--- config.mk ---
export PLATFORM = sky130hd
export DESIGN_NAME = ohlc_bar_aggregator_core
export DESIGN_NICKNAME = d
export VERILOG_FILES = /design/src/design/ohb_pkg.sv /design/src/design/ohb_front.sv /design/src/design/ohb_fair.sv /design/src/design/ohb_back.sv /design/src/design/ohlc_bar_aggregator_core.sv
export SDC_FILE = /design/constraint.sdc
export NUM_CORES = 2
export LEC_CHECK = 0
export ABC_AREA = 1
export ABC_CLOCK_PERIOD_IN_PS = 33800
export BUFFER_PORTS_ARGS = -buffer_cell sky130_fd_sc_hd__buf_2
export CAP_MARGIN = 25
export CELL_PAD_IN_SITES_DETAIL_PLACEMENT = 1
export CELL_PAD_IN_SITES_GLOBAL_PLACEMENT = 2
export CORE_MARGIN = 2
export CORE_UTILIZATION = 25
export CTS_CLUSTER_SIZE = 14
export DETAILED_ROUTE_END_ITERATION = 8
export GPL_TIMING_DRIVEN = 0
export PLACE_DENSITY_LB_ADDON = 0.12
export SLEW_MARGIN = 20
export SYNTH_ARGS = -nofsm -noshare
export SYNTH_HDL_FRONTEND = slang
export SYNTH_SLANG_ARGS = --single-unit
--- constraint.sdc ---
create_clock -name i_clk -period 33.8 [get_ports i_clk]
set_clock_uncertainty 0.1 [all_clocks]
set_input_delay 5.07 -clock i_clk [delete_from_list [all_inputs] [get_ports i_clk]]
set_output_delay 5.07 -clock i_clk [all_outputs]
set_load 0.01 [all_outputs]
--- src/design/ohb_pkg.sv ---
// Shared types and constants of the OHLC bar aggregator.
package ohb_pkg;

    localparam int PW  = 40;   // price, volume and size width
    localparam int TW  = 48;   // timestamp width
    localparam int LW  = 27;   // window length width
    localparam int VW  = 56;   // turnover width
    localparam int SW  = 41;   // signed difference width
    localparam int NW  = 81;   // fair price numerator width

    localparam int IN_DATA_W  = 424;
    localparam int OUT_DATA_W = 464;

    localparam int QUEUE_DEPTH_DEF = 2;
    localparam logic [LW-1:0] LEN_RESET = LW'(60000);

    localparam logic CFG_END_TIME = 1'b0;
    localparam logic CFG_LENGTH   = 1'b1;

    localparam int MUL_STEPS = 8;
    localparam int DIV_STEPS = PW;

    // One classified quote snapshot.
    typedef struct packed {
        logic          ok;
        logic          trade;
        logic          book;
        logic [PW-1:0] last_price;
        logic [PW-1:0] total_volume;
        logic [PW-1:0] last_volume;
        logic [VW-1:0] total_turnover;
        logic [PW-1:0] open_interest;
        logic [PW-1:0] bid_price;
        logic [PW-1:0] ask_price;
        logic [PW-1:0] bid_size;
        logic [PW-1:0] ask_size;
    } t_item;

    typedef struct packed {
        logic          start;
        logic [PW-1:0] bid_price;
        logic [PW-1:0] ask_price;
        logic [PW-1:0] bid_size;
        logic [PW-1:0] ask_size;
    } t_fair_req;

    typedef struct packed {
        logic          done;
        logic [PW-1:0] price;
    } t_fair_rsp;

endpackage

--- src/design/ohb_front.sv ---
// Front end: window classification, configuration registers and the word queue.
module ohb_front #(
    parameter int QUEUE_DEPTH = ohb_pkg::QUEUE_DEPTH_DEF
) (
    input  logic                            i_clk,
    input  logic                            i_rst_n,
    input  logic                            i_cfg_we,
    input  logic                            i_cfg_idx,
    input  logic [ohb_pkg::TW-1:0]          i_cfg_data,
    input  logic                            i_s_tvalid,
    output logic                            o_s_tready,
    input  logic [ohb_pkg::IN_DATA_W-1:0]   i_s_tdata,
    input  logic [1:0]                      i_s_tuser,
    output logic                            o_q_valid,
    output ohb_pkg::t_item                  o_q_item,
    input  logic                            i_q_pop
);
    localparam int PTR_W = $clog2(QUEUE_DEPTH);
    localparam int CNT_W = $clog2(QUEUE_DEPTH + 1);

    logic [ohb_pkg::TW-1:0] r_end_time;
    logic [ohb_pkg::LW-1:0] r_length;
    ohb_pkg::t_item         r_mem [QUEUE_DEPTH];
    logic [PTR_W-1:0]       r_wr_ptr, r_rd_ptr;
    logic [CNT_W-1:0]       r_count;

    logic [ohb_pkg::TW-1:0] qtime;
    logic [ohb_pkg::TW:0]   win_sum;
    logic                   push;
    ohb_pkg::t_item         item;

    assign qtime   = i_s_tdata[47:0];
    assign win_sum = {1'b0, qtime} + {(ohb_pkg::TW + 1 - ohb_pkg::LW)'(0), r_length};

    always_comb begin
        item.ok             = (qtime < r_end_time) && (win_sum >= {1'b0, r_end_time});
        item.trade          = i_s_tuser[0];
        item.book           = i_s_tuser[1];
        item.last_price     = i_s_tdata[87:48];
        item.total_volume   = i_s_tdata[127:88];
        item.last_volume    = i_s_tdata[167:128];
        item.total_turnover = i_s_tdata[223:168];
        item.open_interest  = i_s_tdata[263:224];
        item.bid_price      = i_s_tdata[303:264];
        item.ask_price      = i_s_tdata[343:304];
        item.bid_size       = i_s_tdata[383:344];
        item.ask_size       = i_s_tdata[423:384];
    end

    assign o_s_tready = (r_count != CNT_W'(QUEUE_DEPTH));
    assign push       = i_s_tvalid && o_s_tready;
    assign o_q_valid  = (r_count != '0);
    assign o_q_item   = r_mem[r_rd_ptr];

    always_ff @(posedge i_clk) begin
        if (!i_rst_n) begin
            r_end_time <= '0;
            r_length   <= ohb_pkg::LEN_RESET;
        end else if (i_cfg_we) begin
            case (i_cfg_idx)
                ohb_pkg::CFG_END_TIME: r_end_time <= i_cfg_data;
                ohb_pkg::CFG_LENGTH:   r_length   <= i_cfg_data[ohb_pkg::LW-1:0];
                default:               r_length   <= r_length;
            endcase
        end
    end

    always_ff @(posedge i_clk) begin
        if (push) begin
            r_mem[r_wr_ptr] <= item;
        end
    end

    always_ff @(posedge i_clk) begin
        if (!i_rst_n) begin
            r_wr_ptr <= '0;
            r_rd_ptr <= '0;
            r_count  <= '0;
        end else begin
            if (push) begin
                r_wr_ptr <= (r_wr_ptr == PTR_W'(QUEUE_DEPTH - 1)) ? '0 : r_wr_ptr + 1'b1;
            end
            if (i_q_pop) begin
                r_rd_ptr <= (r_rd_ptr == PTR_W'(QUEUE_DEPTH - 1)) ? '0 : r_rd_ptr + 1'b1;
            end
            r_count <= r_count + CNT_W'(push) - CNT_W'(i_q_pop);
        end
    end

    a_no_pop_empty: assert property (@(posedge i_clk) disable iff (!i_rst_n)
        i_q_pop |-> o_q_valid) else $error("queue popped while empty");
endmodule

--- src/design/ohb_fair.sv ---
// Fair price unit: serial partial-product multiply followed by a restoring divide.
module ohb_fair (
    input  logic                i_clk,
    input  logic                i_rst_n,
    input  ohb_pkg::t_fair_req  i_req,
    output ohb_pkg::t_fair_rsp  o_rsp
);
    localparam int HW = ohb_pkg::PW / 2;

    typedef enum logic [3:0] {
        F_IDLE = 4'b0001,
        F_MUL  = 4'b0010,
        F_LOAD = 4'b0100,
        F_DIV  = 4'b1000
    } t_fstate;

    t_fstate                r_state;
    logic [5:0]             r_step;
    logic [ohb_pkg::PW-1:0] r_bid, r_ask, r_bsz, r_asz;
    logic [ohb_pkg::NW-1:0] r_acc;
    logic [ohb_pkg::PW-1:0] r_prod;
    logic [1:0]             r_sh;
    logic                   r_pvalid;
    logic [ohb_pkg::SW-1:0] r_den;
    logic [ohb_pkg::SW-1:0] r_rem;
    logic [ohb_pkg::PW-1:0] r_num_lo;
    logic [ohb_pkg::PW-1:0] r_quot;
    logic                   r_done;

    logic [ohb_pkg::PW-1:0] op_a, op_b;
    logic [HW-1:0]          half_a, half_b;
    logic [ohb_pkg::NW-1:0] prod_sh;
    logic [ohb_pkg::SW:0]   rem_sh;
    logic                   rem_ge;

    always_comb begin
        op_a   = r_step[2] ? r_ask : r_bid;
        op_b   = r_step[2] ? r_bsz : r_asz;
        half_a = r_step[1] ? op_a[ohb_pkg::PW-1:HW] : op_a[HW-1:0];
        half_b = r_step[0] ? op_b[ohb_pkg::PW-1:HW] : op_b[HW-1:0];
        case (r_sh)
            2'd0:    prod_sh = {(ohb_pkg::NW - ohb_pkg::PW)'(0), r_prod};
            2'd1:    prod_sh = {(ohb_pkg::NW - ohb_pkg::PW - HW)'(0), r_prod, HW'(0)};
            default: prod_sh = {1'b0, r_prod, ohb_pkg::PW'(0)};
        endcase
        rem_sh = {r_rem, r_num_lo[ohb_pkg::PW-1]};
        rem_ge = rem_sh >= {1'b0, r_den};
    end

    always_ff @(posedge i_clk) begin
        if (!i_rst_n) begin
            r_state  <= F_IDLE;
            r_done   <= 1'b0;
            r_pvalid <= 1'b0;
        end else begin
            case (r_state)
                F_IDLE: begin
                    r_done <= 1'b0;
                    if (i_req.start) begin
                        r_bid    <= i_req.bid_price;
                        r_ask    <= i_req.ask_price;
                        r_bsz    <= i_req.bid_size;
                        r_asz    <= i_req.ask_size;
                        r_den    <= {1'b0, i_req.bid_size} + {1'b0, i_req.ask_size};
                        r_acc    <= '0;
                        r_step   <= '0;
                        r_pvalid <= 1'b0;
                        r_state  <= F_MUL;
                    end
                end
                F_MUL: begin
                    if (r_pvalid) begin
                        r_acc <= r_acc + prod_sh;
                    end
                    if (r_step == 6'(ohb_pkg::MUL_STEPS)) begin
                        r_pvalid <= 1'b0;
                        r_state  <= F_LOAD;
                    end else begin
                        r_prod   <= half_a * half_b;
                        r_sh     <= 2'(r_step[1]) + 2'(r_step[0]);
                        r_pvalid <= 1'b1;
                        r_step   <= r_step + 1'b1;
                    end
                end
                F_LOAD: begin
                    // The quotient fits in one price, so the top bits already sit below den.
                    r_rem    <= r_acc[ohb_pkg::NW-1:ohb_pkg::PW];
                    r_num_lo <= r_acc[ohb_pkg::PW-1:0];
                    r_step   <= '0;
                    r_state  <= F_DIV;
                end
                F_DIV: begin
                    r_rem    <= rem_ge ? ohb_pkg::SW'(rem_sh - {1'b0, r_den})
                                       : rem_sh[ohb_pkg::SW-1:0];
                    r_quot   <= {r_quot[ohb_pkg::PW-2:0], rem_ge};
                    r_num_lo <= {r_num_lo[ohb_pkg::PW-2:0], 1'b0};
                    r_step   <= r_step + 1'b1;
                    r_done   <= (r_step == 6'(ohb_pkg::DIV_STEPS - 1));
                    if (r_step == 6'(ohb_pkg::DIV_STEPS - 1)) begin
                        r_state <= F_IDLE;
                    end
                end
                default: r_state <= F_IDLE;
            endcase
        end
    end

    assign o_rsp.done  = r_done;
    assign o_rsp.price = r_quot;

    a_start_idle: assert property (@(posedge i_clk) disable iff (!i_rst_n)
        i_req.start |-> r_state == F_IDLE) else $error("fair unit started while busy");
endmodule

--- src/design/ohb_back.sv ---
// Back end: bar state update, fair price sequencing and the result register.
module ohb_back (
    input  logic                            i_clk,
    input  logic                            i_rst_n,
    input  logic                            i_q_valid,
    input  ohb_pkg::t_item                  i_q_item,
    output logic                            o_q_pop,
    output ohb_pkg::t_fair_req              o_fair_req,
    input  ohb_pkg::t_fair_rsp              i_fair_rsp,
    output logic                            o_m_tvalid,
    input  logic                            i_m_tready,
    output logic [ohb_pkg::OUT_DATA_W-1:0]  o_m_tdata,
    output logic                            o_m_tuser
);
    typedef enum logic [1:0] {
        B_IDLE = 2'b01,
        B_FAIR = 2'b10
    } t_bstate;

    t_bstate                r_state;
    logic                   r_out_valid, r_out_ok;
    logic [ohb_pkg::PW-1:0] r_open, r_high, r_low, r_close, r_vol;
    logic [ohb_pkg::VW-1:0] r_turn;
    logic [ohb_pkg::SW-1:0] r_idelta, r_spread;
    logic [ohb_pkg::PW-1:0] r_micro, r_mid, r_depth;
    logic [ohb_pkg::PW-1:0] r_base_vol, r_base_oi, r_seen_vol;
    logic [ohb_pkg::VW-1:0] r_base_turn;

    ohb_pkg::t_item         it;
    logic                   do_trade, do_book, first;
    logic [ohb_pkg::SW-1:0] den, mid_sum;

    assign it       = i_q_item;
    assign o_q_pop  = (r_state == B_IDLE) && !r_out_valid && i_q_valid;
    assign do_trade = it.ok && it.trade && (r_seen_vol != it.total_volume);
    assign do_book  = it.ok && it.book;
    assign first    = (r_base_vol == '0);
    assign den      = {1'b0, it.bid_size} + {1'b0, it.ask_size};
    assign mid_sum  = {1'b0, it.bid_price} + {1'b0, it.ask_price};

    always_comb begin
        o_fair_req.start     = o_q_pop && do_book && (den != '0);
        o_fair_req.bid_price = it.bid_price;
        o_fair_req.ask_price = it.ask_price;
        o_fair_req.bid_size  = it.bid_size;
        o_fair_req.ask_size  = it.ask_size;
    end

    always_ff @(posedge i_clk) begin
        if (!i_rst_n) begin
            r_state     <= B_IDLE;
            r_out_valid <= 1'b0;
            r_out_ok    <= 1'b0;
            r_open <= '0; r_high <= '0; r_low <= '0; r_close <= '0;
            r_vol <= '0; r_turn <= '0; r_idelta <= '0; r_micro <= '0;
            r_spread <= '0; r_mid <= '0; r_depth <= '0;
            r_base_vol <= '0; r_base_turn <= '0; r_base_oi <= '0; r_seen_vol <= '0;
        end else begin
            if (r_out_valid && i_m_tready) begin
                r_out_valid <= 1'b0;
            end
            case (r_state)
                B_IDLE: begin
                    if (o_q_pop) begin
                        r_out_ok <= it.ok;
                        if (do_trade) begin
                            r_seen_vol <= it.total_volume;
                            r_close    <= it.last_price;
                            if (first) begin
                                r_open      <= it.last_price;
                                r_high      <= it.last_price;
                                r_low       <= it.last_price;
                                r_vol       <= it.last_volume;
                                r_base_vol  <= it.total_volume;
                                r_base_turn <= it.total_turnover;
                                r_base_oi   <= it.open_interest;
                                r_idelta    <= '0;
                            end else begin
                                if (it.last_price > r_high) r_high <= it.last_price;
                                if (it.last_price < r_low)  r_low  <= it.last_price;
                                r_vol  <= (it.total_volume > r_base_vol)
                                          ? it.total_volume - r_base_vol : '0;
                                r_turn <= (it.total_turnover > r_base_turn)
                                          ? it.total_turnover - r_base_turn : '0;
                                r_idelta <= {1'b0, it.open_interest} - {1'b0, r_base_oi};
                            end
                        end
                        if (do_book) begin
                            r_spread <= {1'b0, it.ask_price} - {1'b0, it.bid_price};
                            r_mid    <= mid_sum[ohb_pkg::SW-1:1];
                            r_depth  <= den[ohb_pkg::SW-1:1];
                        end
                        if (o_fair_req.start) begin
                            r_state <= B_FAIR;
                        end else begin
                            r_out_valid <= 1'b1;
                        end
                    end
                end
                B_FAIR: begin
                    if (i_fair_rsp.done) begin
                        r_micro     <= i_fair_rsp.price;
                        r_out_valid <= 1'b1;
                        r_state     <= B_IDLE;
                    end
                end
                default: r_state <= B_IDLE;
            endcase
        end
    end

    assign o_m_tvalid = r_out_valid;
    assign o_m_tuser  = r_out_ok;
    assign o_m_tdata  = {6'b0, r_depth, r_mid, r_spread, r_micro, r_idelta,
                         r_turn, r_vol, r_close, r_low, r_high, r_open};

    a_fair_done_waits: assert property (@(posedge i_clk) disable iff (!i_rst_n)
        i_fair_rsp.done |-> r_state == B_FAIR) else $error("fair result with no request");
    a_no_result_busy: assert property (@(posedge i_clk) disable iff (!i_rst_n)
        r_state == B_FAIR |-> !r_out_valid) else $error("result shown while fair busy");
    a_result_follows_pop: assert property (@(posedge i_clk) disable iff (!i_rst_n)
        (o_q_pop && !o_fair_req.start) |=> r_out_valid) else $error("result lost");
endmodule

--- src/design/ohlc_bar_aggregator_core.sv ---
// Top level of the OHLC bar aggregator.
//
//  channel  | direction | tdata                          | tuser
//  s        | in        | quote snapshot fields          | trade_changed, book_changed
//  m        | out       | bar result fields              | accepted
//  cfg      | in        | bar_end_time or bar_length     | none
//
// An in-window word with a book update and nonzero sizes reaches the result register
// after it is accepted by way of the queue and then the fair price unit: its multiply
// steps, a load step, forty divide steps and then the taking of the quotient.
// Any other word goes from the queue straight into the result register.
// Reset is synchronous; it clears the bar, the queue and bar_end_time and sets bar_length to 60000.
// While a result waits on the m side the queue keeps taking words until it is full.
module ohlc_bar_aggregator_core #(
    parameter int QUEUE_DEPTH = ohb_pkg::QUEUE_DEPTH_DEF
) (
    input  logic                            i_clk,
    input  logic                            i_rst_n,
    input  logic                            i_cfg_we,
    input  logic                            i_cfg_idx,
    input  logic [ohb_pkg::TW-1:0]          i_cfg_data,
    input  logic                            i_s_tvalid,
    output logic                            o_s_tready,
    // quote_time, last_price, total_volume, last_volume, total_turnover,
    // open_interest, bid_price, ask_price, bid_size, ask_size
    input  logic [ohb_pkg::IN_DATA_W-1:0]   i_s_tdata,
    // trade_changed, book_changed
    input  logic [1:0]                      i_s_tuser,
    output logic                            o_m_tvalid,
    input  logic                            i_m_tready,
    // open_price, high_price, low_price, close_price, bar_volume, bar_turnover,
    // interest_change, fair_price, spread, mid_price, book_depth, zero pad
    output logic [ohb_pkg::OUT_DATA_W-1:0]  o_m_tdata,
    // accepted
    output logic                            o_m_tuser
);
    logic               q_valid, q_pop;
    ohb_pkg::t_item     q_item;
    ohb_pkg::t_fair_req fair_req;
    ohb_pkg::t_fair_rsp fair_rsp;

    // Front end classifies each word against the window and queues it.
    ohb_front #(.QUEUE_DEPTH(QUEUE_DEPTH)) u_front (
        .i_clk(i_clk), .i_rst_n(i_rst_n),
        .i_cfg_we(i_cfg_we), .i_cfg_idx(i_cfg_idx), .i_cfg_data(i_cfg_data),
        .i_s_tvalid(i_s_tvalid), .o_s_tready(o_s_tready),
        .i_s_tdata(i_s_tdata), .i_s_tuser(i_s_tuser),
        .o_q_valid(q_valid), .o_q_item(q_item), .i_q_pop(q_pop)
    );

    // Back end folds one word at a time into the bar.
    ohb_back u_back (
        .i_clk(i_clk), .i_rst_n(i_rst_n),
        .i_q_valid(q_valid), .i_q_item(q_item), .o_q_pop(q_pop),
        .o_fair_req(fair_req), .i_fair_rsp(fair_rsp),
        .o_m_tvalid(o_m_tvalid), .i_m_tready(i_m_tready),
        .o_m_tdata(o_m_tdata), .o_m_tuser(o_m_tuser)
    );

    // The fair price is the average of bid and ask, each weighted by the size on the other side.
    ohb_fair u_fair (
        .i_clk(i_clk), .i_rst_n(i_rst_n),
        .i_req(fair_req), .o_rsp(fair_rsp)
    );
endmodule
# == Yosys cells after proc, flatten, opt, wreduce, memory -nomap -nowiden ==
# Memory sizes are Yosys's and may differ from the RTL's. A register that Yosys moved wholly into a read port is not among the register bits.
# Index checks and enable logic that the tools add are counted.
# totals
reg_bits,1174
ram_bits,758
inputBits,480
mem_count,1
# classes
n_addsub,15
multipliers,1
magnitude_cmp,7
n_eq_ne,19
n_mux,45
bitwise_logic,3
n_reduce_logical,40
# mem_list
name,words,word_bits,read_ports,rd_ports_with_merged_regs,wr,line,rtl
u_front.r_mem,2,379,1,1,1,ohb_front.sv:23,ohb_pkg::t_item r_mem [QUEUE_DEPTH];
# ops
cell,count
two-way mux 40 bit,8
two-way mux 81 bit,2
case mux 81 bit (2 select lines),1
case mux 80 bit (2 select lines),1
adder 40 x 40 -> 41 bit,2
two-way mux 41 bit,2
case mux 41 bit (2 select lines),1
subtractor 40 x 40 -> 41 bit,2
adder 81 x 80 -> 81 bit,1
greater-than comparator 40 bit,2
case mux 40 bit (2 select lines),1
greater-than comparator 56 bit,1
two-way mux 56 bit,1
subtractor 56 bit,1
adder 48 x 27 -> 49 bit,1
>= comparator 49 x 48 -> 1 bit,1
< comparator 48 bit,1
>= comparator 42 x 41 -> 1 bit,1
nonzero test 41 bit,1
subtractor 41 bit,1
logical NOT 40 bit,1
< comparator 40 bit,1
multiplier 20 x 20 -> 40 bit,1
two-way mux 20 bit,2
other kinds (34),93

# == Depth between registers and ports, before layout ==
# depth
depth_word,8
ltp_mapped,33

# == By module ==
# A second synthesis with hierarchy kept.
# hier_totals
hier_cells,14740
area_unflattened_um2,122518.8
# by_module_without_submodules
module,n_inst,cells_per_inst,area_each_um2
ohb_fair,1,5966,44831.7
ohb_back,1,6457,42922.4
ohb_front,1,2317,34764.6

# == Worst setup path after synthesis ==
# No wires, ideal clock.
# synth_timing
kind,input-to-reg
start,input port i_s_tvalid
end,"memory u_front.r_mem[1][0] (netlist name), enable pin"
arrival_ns,20.864
required_ns,32.571
slack_ns,11.707
stages,2
n_path_buf,0
cell_sequence,nand2_1 > nor2_1
# synth_via
elab_chain_cells,3
# synth_lines
element,line,rtl
"start, declared",ohlc_bar_aggregator_core.sv:22,"input logic i_s_tvalid,"
logical AND 1 bit,ohb_front.sv:51,assign push = i_s_tvalid && o_s_tready;
two-way mux 1 bit,ohb_front.sv:69,if (push) begin
two-way mux 1 bit (not written as such),ohb_front.sv:70,r_mem[r_wr_ptr] <= item;
"end, declared",ohb_front.sv:23,
# No other way between the ends.

# == Worst setup path after layout ==
# layout_timing
start,register u_fair.r_step[2]
end,register u_fair.r_prod[30] (netlist name) (data pin)
# layout_via
elab_chain_cells,3
# layout_lines
element,line,rtl
"start, declared",ohb_fair.sv:18,logic [5:0] r_step;
"start signal, assigned",ohb_fair.sv:82,r_step <= r_step + 1'b1;
"start signal, assigned",ohb_fair.sv:97,r_step <= r_step + 1'b1;
"two-way mux 40 bit, on equally long branches","ohb_fair.sv:37, ohb_fair.sv:38",
"two-way mux 20 bit, on equally long branches","ohb_fair.sv:39, ohb_fair.sv:40",
multiplier 20 x 20 -> 40 bit *,ohb_fair.sv:79,r_prod <= half_a * half_b;
"end signal, assigned",ohb_fair.sv:79,
"end, declared",ohb_fair.sv:21,logic [ohb_pkg::PW-1:0] r_prod;
# Mark *: on every way between the ends. The rest lies on a longest branch, timed or not.
# A chain may end at the register's enable or synchronous reset.

==> impl_results.md <==
* Status: finished, final reports clean
* Multi-input combinational cell area at 55100 um^2
* Fin crit share at 0.332
* Critical Path Source Type: register
* Largest net degree at the start of global routing at 28
* Vias per std cell at 4.71
* Synthesis Warnings at 0
* Clock sink total at 1933
* Fin Setup TNS at 0 ns
* Register area at 50800 um^2
* R2r setup slk at 22.59 ns
* CTS tree: done
* F_max at 89.2 MHz
* Post-synth ARST share at 0
* Initial Util at 0.251
* Vias in the first global route at 103000
* Worst-Skew Late Latency at 0.99 ns
* Clock-pin slew on the worst setup and hold paths at 0.06 ns
* Hold-fix buffers, CTS at 0
* Die area at between 400000 and 500000 um^2
* Cts bufs inserted at 242
* Routed vias at 100000
* CP Max Fanout at 10
* Syn Area/Cell at approximately 8.5 um^2
* Post-Synthesis Cells at 13600
* First-pass GRT wire length at between 700000 and 800000 um
* Total iterations of the first detailed-routing run at 5
* Mapped Area at 115000 um^2
* Post-synth cell types at 63
* Maximum clock path buffer count at 4
* RSZ-0062 raised after global routing: no
* Drc violations at 0
* Clk root buf: clkbuf_16
* Die Height at around 680 um
* Detailed router's first-iteration violation count at 6489
* Worst slew margin at 0.210
* Final number of hold-violating endpoints at 0
* Grt ovf at 0
* Number of synthesized flops with an enable pin at 1209
* Post-CTS Setup Inserts at 0
* Gates resized, CTS repair at 0
* WL/cell at 26.7 um
* Initial antenna violation count at 121
* Main synth FF type: edfxtp_1
* Placer Congestion at just over 0.9
* Final Slew Violations at 0
* IO buf count at 940
* Hold Crit Class: register to register
* CTS HTree Levels at 4
* Sequential fraction of the synthesis area at 0.441
* Fillers at 54400
* FP Rows at 249
* CP Data Arrival Time at 11.70 ns
* DRT antenna net count at 0
* Worst Path Required at 34.30 ns
* All-Layer GR Usage at 0.237
* I/O pin cnt at 947
* P&R area growth vs syn at 20.3%
* Layout cells sized above 1 at 0.118
* Total Routed Length at 569000 um
* Actual slew at the worst max-slew pin at 1.19 ns
* Nets at 16500
* CP Class: register to register
* Number of max-cap violations at 0
* Crit path capture type: register
* Post-layout util at 0.301
* CORE AREA at roughly 460000 um^2
* DP HPWL at 478000 um
* Chip Width at 683 um
* #FFs+latches synth at 1933
* Final setup fails at 0
* Min cycle time layout at 11.21 ns
[metrics by stage]
step | area [um^2] | setup WS [ns] | cells | hold slack (ns)
global placement | 128000 | -2.58 | 20700 | 0.324
finish | 138000 | 22.59 | 21300 | 0.342
CTS | 138000 | 22.53 | 21300 | 0.342
detailed placement | 130000 | 22.68 | 20800 | 0.328
floorplan | 115000 | 11.71 | 13600 | 0.321
global route | 138000 | 21.79 | 21300 | 0.347
[cell usage after synthesis, drive strengths merged, types with 68 or more instances]
cell	instances	area [um^2]
nand2	2883	10800
inv	2002	7510
nor2	1421	5330
a21oi	1214	6080
edfxtp	1209	36300
o21ai	885	4440
ha	734	9180
dfxtp	724	14500
clkbuf	385	1450
fa	329	6590
nand3	251	1260
xor2	181	1590
or2	132	826
a31oi	120	751
nor3	117	586
nand4	99	619
a211oi	98	1090
o211ai	92	691
xnor2	91	797
o21a	87	653
buf	86	504
o21bai	68	510
[per-layer routing]
| layer | vias up | share of wire | global-route usage |
|---|---|---|---|
| met2 | 1947 | 0.48 | 0.403 |
| met4 | 38 | 0.027 | 0.0551 |
| met1 | 50100 | 0.45 | 0.313 |
| met3 | 561 | 0.050 | 0.0399 |
| li1 | 47700 | - | - |
| met5 | - | 0.00040 | 0 |
[flip-flops by register name, summed over array words and instances, names as in the netlist, 41 cells and up, named ones only]
register and cells:
u_front.r_mem 758, u_back.r_turn 56, u_front.r_end_time 48, u_back.r_base_turn 56
u_fair.r_rem 41, u_fair.r_den 41, u_back.r_idelta 41, u_back.r_spread 41
u_fair.r_acc 81
[area by class of cell]
| type | count | share of cell area |
|---|---|---|
| multi-input combinational | 9183 | 0.398 |
| antenna | 17 | 0.000307 |
| timing repair buffer | 1074 | 0.0513 |
| clock inverter | 119 | 0.00945 |
| buffer | 471 | 0.0145 |
| sequential | 1933 | 0.367 |
| tap | 6149 | 0.0556 |
| clock buffer | 338 | 0.0495 |
| inverter | 2019 | 0.0547 |
[critical path, cell delays in order (launching register included)]
cell      delay [ns]
edfxtp_1        0.48
clkbuf_1        0.47
clkbuf_1        0.66
clkbuf_1        0.84
a21oi_1         0.15
a32oi_1         0.86
clkinv_1        0.76
nor2_1          0.32
fa_1            0.48
fa_1            0.52
inv_1           0.06
fa_1            0.55
inv_1           0.05
ha_1            0.29
ha_1            0.32
fa_1            0.54
inv_1           0.07
fa_1            0.53
inv_1           0.05
ha_1            0.37
nand2_1         0.10
o21ai_0         0.35
a21oi_1         0.21
o21ai_0         0.58
a21oi_1         0.20
o21ai_0         0.51
a31oi_1         0.19
xnor2_1         0.20
[logic make-up (layout without fill, tap and decap cells)]
family,after synthesis,after routing,share of synthesized area
AOI/OAI and AO/OA,2863,2863,0.145
xor gates and xnor gates,272,272,0.0207
DFF,1933,1933,0.441
other,1,23,0.0000326
and+or+nand+nor,4976,4976,0.173
buffers and inverters,2490,4021,0.0828
muxes,3,3,0.000261
adders and majority gates,1063,1063,0.137
[path summary, 6_finish.rpt]
check | depth (start not counted) | end | startpoint
setup reg to reg | 27 | u_fair.r_prod[30]$_DFFE_PP_ | u_fair.r_step[2]$_SDFFCE_PP0P_
hold reg to reg | 0 | u_fair.r_quot[13]$_DFFE_PP_ | u_fair.r_quot[12]$_DFFE_PP_
hold / removal | 0 | u_fair.r_quot[13]$_DFFE_PP_ | u_fair.r_quot[12]$_DFFE_PP_
setup / recovery | 27 | u_fair.r_prod[30]$_DFFE_PP_ | u_fair.r_step[2]$_SDFFCE_PP0P_
[cells in the final DEF (no fill, tap or decap), types with 39 or more instances in the layout]
cell / instances
a21oi_1: 1211
fa_1: 329
nor3_1: 117
buf_2: 1002
o22ai_1: 44
nor2_1: 1416
nand2_1: 2881
clkbuf_1: 402
clkbuf_2: 39
o211a_1: 42
buf_12: 43
o211ai_1: 92
or2_2: 108
o21bai_1: 68
inv_1: 1998
clkbuf_16: 248
o21a_1: 87
a211oi_2: 70
xor2_1: 181
xnor2_1: 91
ha_1: 734
dfxtp_1: 724
clkinv_1: 44
nand3_1: 251
edfxtp_1: 1209
o21ai_0: 846
a21o_1: 52
a31oi_1: 120
nand4_1: 99
Power is not shown: default switching activity piles up to over one toggle a cycle in this logic, so the estimate is an artifact.
